**src/lpd_pkg.sv**
```systemverilog
package lpd_pkg;

  // Point index width, set by the 4-bit point number field
  localparam int unsigned PT_W      = 4;
  // Two packet buffers: one filling, one draining
  localparam int unsigned NUM_BANKS = 2;
  localparam int unsigned BANK_W    = 1;
  localparam int unsigned MEM_AW    = BANK_W + PT_W;
  localparam int unsigned MEM_DEPTH = 2 ** MEM_AW;

  localparam logic [7:0]  HDR_BYTE    = 8'h54;
  localparam logic [7:0]  VERLEN_BYTE = 8'h2C;
  localparam logic [16:0] FULL_TURN   = 17'd36000;
  localparam logic [15:0] MAX_ANGLE   = 16'd35999;

  // Byte lane of a point word in the point buffer
  typedef enum logic [1:0] {
    LANE_DIST_LO,
    LANE_DIST_HI,
    LANE_INTENS
  } lane_e;

  // Point buffer write request from the parser
  typedef struct packed {
    logic              en;
    logic [MEM_AW-1:0] addr;
    lane_e             lane;
    logic [7:0]        data;
  } ram_wr_t;

  // Per-packet descriptor handed from parser to point generator
  typedef struct packed {
    logic [15:0] speed;
    logic [15:0] start;
    logic [15:0] diff;
    logic        sweep;
  } desc_t;

endpackage

```
**src/lpd_front.sv**
```systemverilog
module lpd_front import lpd_pkg::*; #(
  parameter int unsigned POINTS_PER_PACKET = 12
) (
  input  logic              clk_i,
  input  logic              rst_ni,
  input  logic              accept_i,
  input  logic [7:0]        rx_byte_i,
  input  logic [BANK_W-1:0] bank_i,
  output ram_wr_t           ram_wr_o,
  output logic              desc_push_o,
  output desc_t             desc_o
);

  localparam int unsigned PKT_LEN = 11 + 3 * POINTS_PER_PACKET;
  localparam int unsigned POS_W   = $clog2(PKT_LEN + 1);

  localparam logic [POS_W-1:0] POS_SPEED_LO = POS_W'(2);
  localparam logic [POS_W-1:0] POS_SPEED_HI = POS_W'(3);
  localparam logic [POS_W-1:0] POS_START_LO = POS_W'(4);
  localparam logic [POS_W-1:0] POS_START_HI = POS_W'(5);
  localparam logic [POS_W-1:0] POS_PT_FIRST = POS_W'(6);
  localparam logic [POS_W-1:0] POS_PT_LAST  = POS_W'(PKT_LEN - 6);
  localparam logic [POS_W-1:0] POS_END_LO   = POS_W'(PKT_LEN - 5);
  localparam logic [POS_W-1:0] POS_END_HI   = POS_W'(PKT_LEN - 4);
  localparam logic [POS_W-1:0] POS_CSUM     = POS_W'(PKT_LEN - 1);
  localparam logic [POS_W-1:0] POS_LIMIT    = POS_W'(PKT_LEN);

  typedef enum logic [1:0] {
    F_HUNT,
    F_VERLEN,
    F_PAYLOAD
  } fstate_e;

  fstate_e          state_q;
  logic [POS_W-1:0] pos_q;
  logic [7:0]       sum_q;
  logic [7:0]       lo_q;
  logic [15:0]      speed_q;
  logic [15:0]      start_q;
  logic [15:0]      end_q;
  logic [15:0]      prev_q;
  logic [PT_W-1:0]  pt_q;
  lane_e            lane_q;
  ram_wr_t          ram_wr_q;
  logic             push_q;
  desc_t            desc_q;

  logic [15:0] diff;
  logic [15:0] raw_angle;

  function automatic logic [15:0] clamp_angle(input logic [15:0] a);
    return (a > MAX_ANGLE) ? MAX_ANGLE : a;
  endfunction

  // Angular span of the packet, wrapping through zero
  always_comb begin
    if (end_q >= start_q) begin
      diff = end_q - start_q;
    end else begin
      diff = 16'(({1'b0, end_q} + FULL_TURN) - {1'b0, start_q});
    end
    raw_angle = {rx_byte_i, lo_q};
  end

  // Frame parser
  always_ff @(posedge clk_i or negedge rst_ni) begin
    if (!rst_ni) begin
      state_q  <= F_HUNT;
      pos_q    <= '0;
      sum_q    <= '0;
      lo_q     <= '0;
      speed_q  <= '0;
      start_q  <= '0;
      end_q    <= '0;
      prev_q   <= '0;
      pt_q     <= '0;
      lane_q   <= LANE_DIST_LO;
      ram_wr_q <= '0;
      push_q   <= 1'b0;
      desc_q   <= '0;
    end else begin
      ram_wr_q.en <= 1'b0;
      push_q      <= 1'b0;
      if (accept_i) begin
        unique case (state_q)
          F_VERLEN: begin
            if (rx_byte_i == VERLEN_BYTE) begin
              state_q <= F_PAYLOAD;
              pos_q   <= POS_SPEED_LO;
              sum_q   <= sum_q + rx_byte_i;
              pt_q    <= '0;
              lane_q  <= LANE_DIST_LO;
            end else begin
              state_q <= F_HUNT;
            end
          end
          F_PAYLOAD: begin
            if (pos_q >= POS_LIMIT) begin
              state_q <= F_HUNT;
            end else begin
              pos_q <= pos_q + 1'b1;
              sum_q <= sum_q + rx_byte_i;
              // header fields
              if (pos_q == POS_SPEED_LO) speed_q[7:0]  <= rx_byte_i;
              if (pos_q == POS_SPEED_HI) speed_q[15:8] <= rx_byte_i;
              if (pos_q == POS_START_LO || pos_q == POS_END_LO) lo_q <= rx_byte_i;
              if (pos_q == POS_START_HI) start_q <= clamp_angle(raw_angle);
              if (pos_q == POS_END_HI) end_q <= clamp_angle(raw_angle);
              // point bytes go to the buffer bank being filled
              if (pos_q >= POS_PT_FIRST && pos_q <= POS_PT_LAST) begin
                ram_wr_q.en   <= 1'b1;
                ram_wr_q.addr <= {bank_i, pt_q};
                ram_wr_q.lane <= lane_q;
                ram_wr_q.data <= rx_byte_i;
                case (lane_q)
                  LANE_DIST_LO: lane_q <= LANE_DIST_HI;
                  LANE_DIST_HI: lane_q <= LANE_INTENS;
                  default: begin
                    lane_q <= LANE_DIST_LO;
                    pt_q   <= pt_q + 1'b1;
                  end
                endcase
              end
              // checksum byte closes the packet
              if (pos_q == POS_CSUM) begin
                state_q <= F_HUNT;
                if (sum_q == rx_byte_i) begin
                  push_q       <= 1'b1;
                  desc_q.speed <= speed_q;
                  desc_q.start <= start_q;
                  desc_q.diff  <= diff;
                  desc_q.sweep <= (start_q < prev_q);
                  prev_q       <= start_q;
                end
              end
            end
          end
          default: begin
            if (rx_byte_i == HDR_BYTE) begin
              state_q <= F_VERLEN;
              pos_q   <= POS_W'(1);
              sum_q   <= HDR_BYTE;
            end else begin
              state_q <= F_HUNT;
            end
          end
        endcase
      end
    end
  end

  assign ram_wr_o    = ram_wr_q;
  assign desc_push_o = push_q;
  assign desc_o      = desc_q;

  // payload position never runs past the packet
  assert property (@(posedge clk_i) disable iff (!rst_ni)
    (state_q == F_PAYLOAD) |-> (pos_q < POS_LIMIT))
    else $error("parser position beyond packet length");

endmodule

```
**src/lpd_desc_fifo.sv**
```systemverilog
module lpd_desc_fifo import lpd_pkg::*; (
  input  logic              clk_i,
  input  logic              rst_ni,
  input  logic              push_i,
  input  desc_t             data_i,
  input  logic              pop_i,
  output desc_t             data_o,
  output logic              valid_o,
  output logic              full_o,
  output logic [BANK_W-1:0] wr_ptr_o,
  output logic [BANK_W-1:0] rd_ptr_o
);

  desc_t             slot_q [NUM_BANKS];
  logic [BANK_W-1:0] wr_q;
  logic [BANK_W-1:0] rd_q;
  logic [BANK_W:0]   cnt_q;

  // Pointers and fill count
  always_ff @(posedge clk_i or negedge rst_ni) begin
    if (!rst_ni) begin
      wr_q  <= '0;
      rd_q  <= '0;
      cnt_q <= '0;
    end else begin
      if (push_i) wr_q <= wr_q + 1'b1;
      if (pop_i)  rd_q <= rd_q + 1'b1;
      if (push_i && !pop_i) begin
        cnt_q <= cnt_q + 1'b1;
      end else if (pop_i && !push_i) begin
        cnt_q <= cnt_q - 1'b1;
      end
    end
  end

  // Descriptor storage
  always_ff @(posedge clk_i) begin
    if (push_i) slot_q[wr_q] <= data_i;
  end

  assign data_o   = slot_q[rd_q];
  assign valid_o  = (cnt_q != '0);
  assign full_o   = (cnt_q == (BANK_W + 1)'(NUM_BANKS));
  assign wr_ptr_o = wr_q;
  assign rd_ptr_o = rd_q;

  assert property (@(posedge clk_i) disable iff (!rst_ni)
    push_i |-> !full_o)
    else $error("descriptor queue overflow");

  assert property (@(posedge clk_i) disable iff (!rst_ni)
    pop_i |-> valid_o)
    else $error("descriptor queue underflow");

endmodule

```
**src/lpd_back.sv**
```systemverilog
module lpd_back import lpd_pkg::*; #(
  parameter int unsigned POINTS_PER_PACKET = 12
) (
  input  logic              clk_i,
  input  logic              rst_ni,
  input  ram_wr_t           ram_wr_i,
  input  desc_t             desc_i,
  input  logic              desc_valid_i,
  input  logic [BANK_W-1:0] rd_bank_i,
  output logic              desc_pop_o,
  output logic              empty_o,
  input  logic              pop_i,
  output logic [15:0]       angle_o,
  output logic [15:0]       distance_o,
  output logic [7:0]        intensity_o,
  output logic [15:0]       speed_o,
  output logic [PT_W-1:0]   point_o,
  output logic              sweep_o,
  output logic              last_o
);

  // angle step numerator diff*i divided by POINTS_PER_PACKET-1 via reciprocal
  localparam int unsigned DIV     = POINTS_PER_PACKET - 1;
  localparam int unsigned NUM_W   = $clog2(36000 * DIV);
  localparam int unsigned SHIFT   = NUM_W;
  localparam int unsigned RECIP_W = SHIFT + 1;
  localparam logic [RECIP_W-1:0] RECIP = RECIP_W'((64'd1 << SHIFT) / DIV);
  localparam int unsigned PROD_W  = NUM_W + RECIP_W;
  localparam logic [PT_W-1:0]  LAST_IDX = PT_W'(POINTS_PER_PACKET - 1);
  localparam logic [NUM_W-1:0] DIV_N    = NUM_W'(DIV);

  typedef enum logic [2:0] {
    B_IDLE,
    B_MUL,
    B_QUO,
    B_FIX,
    B_OUT
  } bstate_e;

  bstate_e           state_q;
  logic [PT_W-1:0]   idx_q;
  logic [NUM_W-1:0]  num_q;
  logic [PROD_W-1:0] prod_q;
  logic [15:0]       quo_q;
  logic [23:0]       mem_q [MEM_DEPTH];
  logic [23:0]       rdata_q;

  logic [15:0]      q0;
  logic [NUM_W-1:0] rem;
  logic [16:0]      ang_sum;
  logic [15:0]      ang;

  // Point buffer: byte-lane writes from the parser, one registered read
  always_ff @(posedge clk_i) begin
    if (ram_wr_i.en) begin
      case (ram_wr_i.lane)
        LANE_DIST_LO: mem_q[ram_wr_i.addr][7:0]   <= ram_wr_i.data;
        LANE_DIST_HI: mem_q[ram_wr_i.addr][15:8]  <= ram_wr_i.data;
        LANE_INTENS:  mem_q[ram_wr_i.addr][23:16] <= ram_wr_i.data;
        default: ;
      endcase
    end
    rdata_q <= mem_q[{rd_bank_i, idx_q}];
  end

  // Quotient correction and angle wrap
  always_comb begin
    q0      = prod_q[SHIFT +: 16];
    rem     = num_q - NUM_W'(q0 * DIV);
    ang_sum = {1'b0, desc_i.start} + {1'b0, quo_q};
    ang     = (ang_sum >= FULL_TURN) ? 16'(ang_sum - FULL_TURN) : ang_sum[15:0];
  end

  // Point sequencer
  always_ff @(posedge clk_i or negedge rst_ni) begin
    if (!rst_ni) begin
      state_q     <= B_IDLE;
      idx_q       <= '0;
      num_q       <= '0;
      prod_q      <= '0;
      quo_q       <= '0;
      angle_o     <= '0;
      distance_o  <= '0;
      intensity_o <= '0;
      speed_o     <= '0;
      point_o     <= '0;
      sweep_o     <= 1'b0;
      last_o      <= 1'b0;
    end else begin
      unique case (state_q)
        B_IDLE: begin
          if (desc_valid_i) begin
            idx_q   <= '0;
            num_q   <= '0;
            state_q <= B_MUL;
          end
        end
        B_MUL: begin
          prod_q  <= num_q * RECIP;
          state_q <= B_QUO;
        end
        B_QUO: begin
          quo_q   <= q0 + 16'(rem >= DIV_N);
          state_q <= B_FIX;
        end
        B_FIX: begin
          angle_o     <= ang;
          distance_o  <= rdata_q[15:0];
          intensity_o <= rdata_q[23:16];
          speed_o     <= desc_i.speed;
          point_o     <= idx_q;
          sweep_o     <= desc_i.sweep;
          last_o      <= (idx_q == LAST_IDX);
          state_q     <= B_OUT;
        end
        B_OUT: begin
          if (pop_i) begin
            if (idx_q == LAST_IDX) begin
              state_q <= B_IDLE;
            end else begin
              idx_q   <= idx_q + 1'b1;
              num_q   <= num_q + NUM_W'(desc_i.diff);
              state_q <= B_MUL;
            end
          end
        end
        default: state_q <= B_IDLE;
      endcase
    end
  end

  assign empty_o    = (state_q != B_OUT);
  assign desc_pop_o = (state_q == B_OUT) && pop_i && (idx_q == LAST_IDX);

  assert property (@(posedge clk_i) disable iff (!rst_ni)
    (state_q != B_IDLE) |-> desc_valid_i)
    else $error("point generator busy without a descriptor");

  assert property (@(posedge clk_i) disable iff (!rst_ni)
    (ram_wr_i.en && (state_q != B_IDLE)) |-> (ram_wr_i.addr[MEM_AW-1] != rd_bank_i))
    else $error("parser writes the bank being drained");

  assert property (@(posedge clk_i) disable iff (!rst_ni)
    (state_q != B_IDLE) |-> (idx_q <= LAST_IDX))
    else $error("point index beyond packet");

endmodule

```
**src/lidar_packet_deframer.sv**
```systemverilog
// A good packet's first point is shown after its descriptor passes the queue and the
// multiply, quotient fix and angle-and-read steps. Bytes are taken at one per cycle while
// not full; each point takes those steps in the shared angle divider, then waits for its pop.
// Two point buffers let the next packet be parsed while one drains.
// Reset (async, active low) puts the parser in hunt, empties the queue and
// clears the previous start angle; no buffer clearing pass is needed.
module lidar_packet_deframer import lpd_pkg::*; #(
  parameter int unsigned POINTS_PER_PACKET = 12
) (
  input  logic            clk_i,
  input  logic            rst_ni,
  input  logic            push,
  output logic            full,
  input  logic [7:0]      rx_byte_i,
  output logic            empty,
  input  logic            pop,
  output logic [15:0]     angle_centideg_o,
  output logic [15:0]     distance_mm_o,
  output logic [7:0]      intensity_o,
  output logic [15:0]     rotation_speed_o,
  output logic [PT_W-1:0] point_number_o,
  output logic            sweep_start_o,
  output logic            last_point_o
);

  logic              accept;
  ram_wr_t           ram_wr;
  logic              desc_push;
  desc_t             desc_in;
  desc_t             desc_head;
  logic              desc_valid;
  logic              desc_full;
  logic              desc_pop;
  logic [BANK_W-1:0] wr_bank;
  logic [BANK_W-1:0] rd_bank;

  // Input request taken unless both point buffers are in use
  assign full   = desc_full;
  assign accept = push && !desc_full;

  lpd_front #(
    .POINTS_PER_PACKET(POINTS_PER_PACKET)
  ) u_front (
    .clk_i      (clk_i),
    .rst_ni     (rst_ni),
    .accept_i   (accept),
    .rx_byte_i  (rx_byte_i),
    .bank_i     (wr_bank),
    .ram_wr_o   (ram_wr),
    .desc_push_o(desc_push),
    .desc_o     (desc_in)
  );

  lpd_desc_fifo u_fifo (
    .clk_i   (clk_i),
    .rst_ni  (rst_ni),
    .push_i  (desc_push),
    .data_i  (desc_in),
    .pop_i   (desc_pop),
    .data_o  (desc_head),
    .valid_o (desc_valid),
    .full_o  (desc_full),
    .wr_ptr_o(wr_bank),
    .rd_ptr_o(rd_bank)
  );

  lpd_back #(
    .POINTS_PER_PACKET(POINTS_PER_PACKET)
  ) u_back (
    .clk_i       (clk_i),
    .rst_ni      (rst_ni),
    .ram_wr_i    (ram_wr),
    .desc_i      (desc_head),
    .desc_valid_i(desc_valid),
    .rd_bank_i   (rd_bank),
    .desc_pop_o  (desc_pop),
    .empty_o     (empty),
    .pop_i       (pop),
    .angle_o     (angle_centideg_o),
    .distance_o  (distance_mm_o),
    .intensity_o (intensity_o),
    .speed_o     (rotation_speed_o),
    .point_o     (point_number_o),
    .sweep_o     (sweep_start_o),
    .last_o      (last_point_o)
  );

endmodule

```
**config.mk**
```make
export PLATFORM = sky130hd
export DESIGN_NAME = lidar_packet_deframer
export DESIGN_NICKNAME = d
export VERILOG_FILES = /design/src/lpd_pkg.sv /design/src/lpd_front.sv /design/src/lpd_desc_fifo.sv /design/src/lpd_back.sv /design/src/lidar_packet_deframer.sv
export SDC_FILE = /design/constraint.sdc
export NUM_CORES = 2
export LEC_CHECK = 0
export BUFFER_PORTS_ARGS = -buffer_cell sky130_fd_sc_hd__buf_2
export CORE_ASPECT_RATIO = 0.9
export CORE_MARGIN = 2
export CORE_UTILIZATION = 55
export DETAILED_ROUTE_END_ITERATION = 16
export PLACE_DENSITY_LB_ADDON = 0.3
export RECOVER_POWER = 50
export SLEW_MARGIN = 30
export SYNTH_ARGS = -nofsm -noshare
export SYNTH_HDL_FRONTEND = slang
export SYNTH_SLANG_ARGS = --single-unit
```
**constraint.sdc**
```tcl
create_clock -name clk_i -period 6.6 [get_ports clk_i]
set_input_delay 0.33 -clock clk_i [delete_from_list [all_inputs] [get_ports clk_i]]
set_output_delay 0.33 -clock clk_i [all_outputs]
set_load 0.02 [all_outputs]
```
After elaboration in Yosys (flattened, before gate mapping)
Memories as Yosys holds them, arrays and structs flattened. A register that Yosys moved wholly into a read port is not among the register bits.
Index checks and enable logic that the tools add are counted.
Word-level totals
  bits in registers: 286
  RAM bits: 866
  bits of input ports: 12
  word-level logic and storage cells: 185
  memories kept: 2
Operators by class
  $add $sub $neg: 16
  multiply operators: 2
  $lt $le $gt $ge: 8
  eq/ne operators: 30
  multiplexer cells: 60
  bitwise operators: 1
  reduce and logical (&&, ||, !) cells: 32
Memory list
  u_back.mem_q: depth 32, bits a word 24, rd ports 1, clocked after memory_dff 1, wr ports 1, line lpd_back.sv:45  | logic [23:0] mem_q [MEM_DEPTH];
  u_fifo.slot_q: depth 2, bits a word 49, rd ports 1, clocked after memory_dff 0, wr ports 1, line lpd_desc_fifo.sv:14  | desc_t slot_q [NUM_BANKS];
Operators with widths (count)
  $mux W16: 7
  $mux W19: 3
  $pmux W19 S2: 1
  $mul A19 B15 Y34 const B: 1
  $reduce_and A4 Y1: 8
  $sub A16 B16 Y16: 2
  $mux W4: 7
  $mux W8: 3
  $add A19 B16 Y19: 1
  $ge A19 B4 Y1 const B: 1
  $mul A16 B4 Y19 const B: 1
  $sub A19 B19 Y19: 1
  $eq A6 B6 Y1 const B: 3
  $mux W1: 18
  $mux W6: 3
  $add A16 B16 Y17: 1
  $ge A17 B16 Y1 const B: 1
  $add A16 B1 Y16: 1
  $add A16 B16 Y16 const B: 1
  $ge A16 B16 Y1: 1
  $gt A16 B16 Y1 const B: 1
  $lt A16 B16 Y1: 1
  $mux W2: 8
  $pmux W4 S2: 2
  other kinds (42): 72

Longest topological paths before layout
  word-level depth: 6
  mapped depth: 26
  gate-level depth less buffers: 26

Modules after synthesis
Synthesis repeated with hierarchy kept, for this count alone.
Second synthesis, totals
  cell total of the unflattened synthesis: 3711
  area total of the unflattened synthesis: 56020.0 um^2
By module, submodules not included
  lpd_back: instances 1, cells each 2640, area each 43669.4 um^2, seq. area each 26545.5 um^2
  lpd_front: instances 1, cells each 901, area each 8358.0 um^2, seq. area each 3603.5 um^2
  lpd_desc_fifo: instances 1, cells each 169, area each 3978.8 um^2, seq. area each 3042.9 um^2
  lidar_packet_deframer: instances 1, cells each 1, area each 13.8 um^2, seq. area each 0.0 um^2

Least setup slack after synthesis
OpenSTA, ideal clock, no wires.
  path type: register to register
  start point: reg u_back.num_q[12]
  end point: reg u_back.prod_q[34]
  setup time: 69 ps
  arrival time: 5623 ps
  path slack: 908 ps
  cell stages (with the launch flop): 21
  path buffers: 0
  path through: dfrtp_1 > inv_1 > fa_1 > inv_1 > ha_1 > fa_1 > inv_1 > fa_1 > inv_1 > fa_1 > fa_1 > ha_1 > a21oi_1 > o21ai_0 > a21oi_1 > o21ai_0 > o21a_1 > o41ai_2 > o2111ai_1 > or4_1 > nand3_1
Between the ends
  longest elaborated chain between the ends: 1
RTL lines
  from (decl): line lpd_back.sv:42  | logic [NUM_W-1:0] num_q;
  from (signal assigned): line lpd_back.sv:122  | num_q <= num_q + NUM_W'(desc_i.diff);
  $mul A19 B15 Y34: line lpd_back.sv:99  | prod_q <= num_q * RECIP;
  to (signal assigned): line lpd_back.sv:99
  to (decl): line lpd_back.sv:43  | logic [PROD_W-1:0] prod_q;
No other way between the ends.
A chain may end at the register's enable or synchronous reset.

Worst setup path in the final report
  start point: reg u_back.num_q[14]
  end point: reg u_back.prod_q[34]
Same word-level chain as after synthesis.

==> results.env <==
CTS_HTREE_LEVELS=3
SETUP_TNS_PS=0
YOSYS.AREA.TOP_TYPE='sky130_fd_sc_hd__edfxtp_1'
POST-ROUTE-DRC-COUNT=0
YS_FF_LATCH=1158
CLOCK-SKEW-FINAL_PS=46.4
CP_TOP_FAMILY='adder cells'
MULTIINPUTGATEAREA_MM2=0.0209
CRITICAL_PATH.STARTPOINT_TYPE='flip-flop'
DIE-AREA_MM2=0.104
CRIT_END_CATEGORY='flip-flop'
FINALHOLDWORSTSLACK_PS=49.4
FINALCRITPERIODSHARE=0.942
CLOCK_LATENCY_PS=700
CTS_BUFFER_DEPTH=3
AVERAGE_INSTANCE_AREA_AFTER_SYNTHESIS_UM2=14.7
FINALWORSTSETUPSLACK_PS=381
CAP_VIOL_MAX_COUNT=13
AVGVIACOUNTPERCELL=5.88
GLOBALPLACE.CONGESTION=0.861
WORSTREG2REGSTART='u_back.num_q[14]'
DETAILED_PLACE_HPWL_UM=78700
PATH_COMMON_CELL='sky130_fd_sc_hd__fa_1'
MIN_PERIOD_PS=6220
TIMING_MAX_TRANSITION_VIOLATIONS_FINAL=989
CRIT_REQUIRED_PS=7200
LARGEST_FAMILY_OF_LOGIC_CELLS_BY_SYNTHESIZED_AREA='multiplexers'
PLACE.PORT_BUFFERS=75
CRITICALPATHCATEGORY='reg2reg'
VIA_COUNT=31300
GRT_FIRST_PASS_WIRELENGTH_UM=189000
CRIT_PATH_TOP_DELAY_CELL='sky130_fd_sc_hd__fa_1'
IR_DROP_mV=0.214
SYNTHSIMPLEGATEAREAFRAC=0.0636
SYNTHESIS.AREA_MM2=0.0558
PLACEMENT.CELL_AREA_MM2=0.0578
DOMINANTREGCELLSYNTH='sky130_fd_sc_hd__edfxtp_1'
GRT_SETUP_UNREPAIRED='no'
SYNTH-EDFF-COUNT=866
POWER_DENSITY_mW_PER_MM2=235
CTS_TREE='built'
YOSYS_WARNINGS=0
POWER.LEAKAGE_nW=20.9
INSTANCES_NO_FILL=5335
SYNTH-COMPOUND-AREA-SHARE=0.0546
SYNTH-ADDER-AREA-SHARE=0.118
PIN_COUNT=76
DESIGN.FINAL.NETS=4340
POST_SYNTH_XOR_AREA_FRACTION=0.0166
P_TOTAL_mW=14.5
MAXIMUM_SINGLE_STAGE_DELAY_ON_THE_CRITICAL_PATH_PS=530
TRITONCTS.NUM_BUFFERS=111
POST_SYNTH_INST_COUNT=3794
FINALHOLDVIOLCOUNT=0
GRT_PASS1_VIAS=31400
FINISH.UTILIZATION=0.614
YOSYSSEQAREASHARE=0.595
CRITPATHMAXFANOUT=9
FMAX_MHz=161
WORST_HOLD_PATH_CLASS='in2reg'
MAX_SLEW_MARGIN=-2.00
NUMBER_OF_ANTENNA_VIOLATIONS_AT_THE_FIRST_CHECK_IN_GLOBAL_ROUTING=5
CTS-ROOT-BUF='sky130_fd_sc_hd__clkbuf_16'
AVGROUTEDWIREPERCELL_UM=23.0
STATUS='finished, violations left'
DESIGN_AREA_MM2=0.0616
GRT_OVERFLOW_TOTAL=0
DRT-TOTAL-WL_UM=123000
SUM_OF_BUFFERS_AND_INVERTERS_ON_THE_CRITICAL_PATH=4
WORST-ENDPOINT-ARRIVAL_PS=6820
INITIAL_CORE_UTIL=0.556
SYNTH_TOP_AREA_FRAC=0.466
SYNTHTOPCELLSBYAREA='sky130_fd_sc_hd__edfxtp_1, sky130_fd_sc_hd__dfrtp_1, sky130_fd_sc_hd__mux4_2, sky130_fd_sc_hd__ha_1, sky130_fd_sc_hd__fa_1'
CRITICAL_PATH.STARTPOINT='u_back.num_q[14]'
FAILED_CHECKS='capacitance limit, slew limit'
FILL_CELLS=7266
SETUP_VIOL_COUNT_FINAL=0
TIMING_WORST_SLEW_PIN_VALUE_PS=4510
TIMING.CRITICAL_PATH.CELLS='inv_1 > fa_1 > inv_1 > ha_1 > fa_1 > inv_1 > fa_1 > inv_1 > fa_1 > fa_1 > ha_1 > a21oi_1 > o21ai_0 > a21oi_1 > o21ai_0 > o21a_1 > o41ai_2 > o2111ai_1 > or4_1 > nand3_1'
SYNTH.NET_COUNT=4244
MUXSHAREOFSYNTHAREA=0.122
ROW_COUNT=110
POST_ROUTE_CELLS_DRIVE_ABOVE_1_SHARE=0.155
NUMBER_OF_ANTENNA_VIOLATING_NETS_IN_THE_ROUTED_DESIGN=0
CLOCK_SINK_COUNT=1158
PATH_CLK_SLEW_PS=70
GRT.TOTAL_USAGE=0.238
FIRST_ITER_VIOLATIONS=3037
POST_SYNTH_NUM_CELL_TYPES=100
AREA.SEQUENTIAL_MM2=0.0332
WORST_HOLD_STARTPOINT='rx_byte_i[7]'
PRE_CTS_WS_PS=267
DETAILED_ROUTER_ITERATION_COUNT_BEFORE_ANTENNA_REPAIR=6
PLACEABLECOREAREA_MM2=0.100
CTS_POST_SETUP_BUFFERS_INSERTED=0
ASYNC_RESET_FF_FRAC=0.231
PIN_COUNT_OF_THE_BIGGEST_NET_ENTERING_GLOBAL_ROUTING=134
DIE-WIDTH_UM=340
POST_SYNTHESIS_TO_FINAL_LAYOUT_AREA_GROWTH_PCT=10.3
DIE_HEIGHT_UM=306
PLACE.DETAILED.INSTANCES=5116
==> final cells by class <==
| cell class | instances | area share |
|---|---|---|
| Sequential cell | 1158 | 0.540 |
| Inverter | 321 | 0.0196 |
| Clock inverter | 63 | 0.0127 |
| Multi-Input combinational cell | 2176 | 0.340 |
| Clock buffer | 149 | 0.0498 |
| Antenna cell | 2 | 0.0000813 |
| Timing Repair Buffer | 122 | 0.0110 |
| Tap cell | 1344 | 0.0273 |
==> power by group <==
group	total, mW	switching [mW]	internal, mW	leakage [nW]
clock	6.58	2.78	3.80	1.86
sequential	7.76	0.00759	7.75	9.83
combinational	0.136	0.0937	0.0423	9.18
==> routing by layer <==
metal	vias up	wire, um	global-route usage
li1	14200	-	-
met3	168	10000	0.0551
met4	4	2310	0.0544
met5	-	22	0
met2	1105	56700	0.368
met1	15900	53700	0.347
==> worst paths after layout <==
kind | cells after the start | end | slack, ps
max in group asynchronous | 3 | u_front.ram_wr_o[1] | 1240
min | 3 | u_front.start_q[15] | 50
max reg2reg | 20 | u_back.prod_q[34] | 380
max | 20 | u_back.prod_q[34] | 380
min in group asynchronous | 2 | u_back.prod_q[28] | 1590
min reg2reg | 2 | u_back.distance_o[6] | 420
==> synth_stat cells, types with 12 or more instances <==
cell type                  count
sky130_fd_sc_hd__nor2_1      203
sky130_fd_sc_hd__xor2_1       42
sky130_fd_sc_hd__ha_1        290
sky130_fd_sc_hd__clkbuf_1    115
sky130_fd_sc_hd__o21ai_0     160
sky130_fd_sc_hd__o31ai_1      18
sky130_fd_sc_hd__mux2_2       98
sky130_fd_sc_hd__a21o_1       26
sky130_fd_sc_hd__mux2i_1      25
sky130_fd_sc_hd__a21oi_1      98
sky130_fd_sc_hd__xnor2_1      64
sky130_fd_sc_hd__a31oi_1      18
sky130_fd_sc_hd__o21bai_1     17
sky130_fd_sc_hd__buf_1        21
sky130_fd_sc_hd__a211oi_1     12
sky130_fd_sc_hd__mux4_2      240
sky130_fd_sc_hd__and3_1       12
sky130_fd_sc_hd__dfrtp_1     268
sky130_fd_sc_hd__fa_1        148
sky130_fd_sc_hd__dfxtp_1      24
sky130_fd_sc_hd__a22o_1       12
sky130_fd_sc_hd__nand2_1     381
sky130_fd_sc_hd__nand2b_1     25
sky130_fd_sc_hd__edfxtp_1    866
sky130_fd_sc_hd__nand4_1      17
sky130_fd_sc_hd__nand3_1      42
sky130_fd_sc_hd__inv_1       321
sky130_fd_sc_hd__nor3_1       39
==> cell usage in the layout, fill, tap and decap left out, drive strengths merged, types with 18 or more instances in the layout <==
cell    instances
fa            148
mux2i          25
o21ai         169
ha            290
nand2         381
a31oi          18
mux2          100
xor2           42
nor2          203
buf            45
mux4          240
nand3          42
a21oi         101
dfrtp         268
o31ai          18
inv           326
clkbuf        224
clkinv         39
edfxtp        866
a21o           26
xnor2          64
nor3           40
dfxtp          24
nand2b         25
==> flip-flops by register name, indices dropped and copies added, names as in the netlist, 8 cells and up <==
name                count
u_back.num_q           19
u_front.desc_o         33
u_front.start_q        16
u_front.end_q          16
u_back.speed_o         16
u_back.rdata_q         24
u_fifo.slot_q          98
u_front.prev_q         16
u_back.quo_q           16
u_back.intensity_o      8
u_front.lo_q            8
u_front.speed_q        16
u_front.ram_wr_o       16
u_back.mem_q          768
u_back.distance_o      16
u_front.sum_q           8
u_back.angle_o         16
u_back.prod_q          16
==> worst min-delay path: stages <==
cell	delay, ps
sky130_fd_sc_hd__buf_2	210
sky130_fd_sc_hd__nand2_1	90
sky130_fd_sc_hd__o21ai_0	70
==> cells by family (layout without fill, tap and decap cells) <==
kind of cell | Yosys count | count (layout)
AND/OR/NAND/NOR | 800 | 800
other | 0 | 2
AO/OA/AOI/OAI | 467 | 467
XOR/XNOR | 106 | 106
buffers and inverters | 460 | 655
flip-flops | 1158 | 1158
multiplexers | 365 | 365
adder cells (fa/ha/maj) | 438 | 438
==> what timing repair did <==
action / 4_1_cts / 5_1_grt
hold endpoints to repair: 72 / 0
hold buffers: 2 / 0
gates resized for setup: 0 / 2
setup endpoints to repair: 0 / 3
Note: power is estimated with default switching activity, not from simulation.
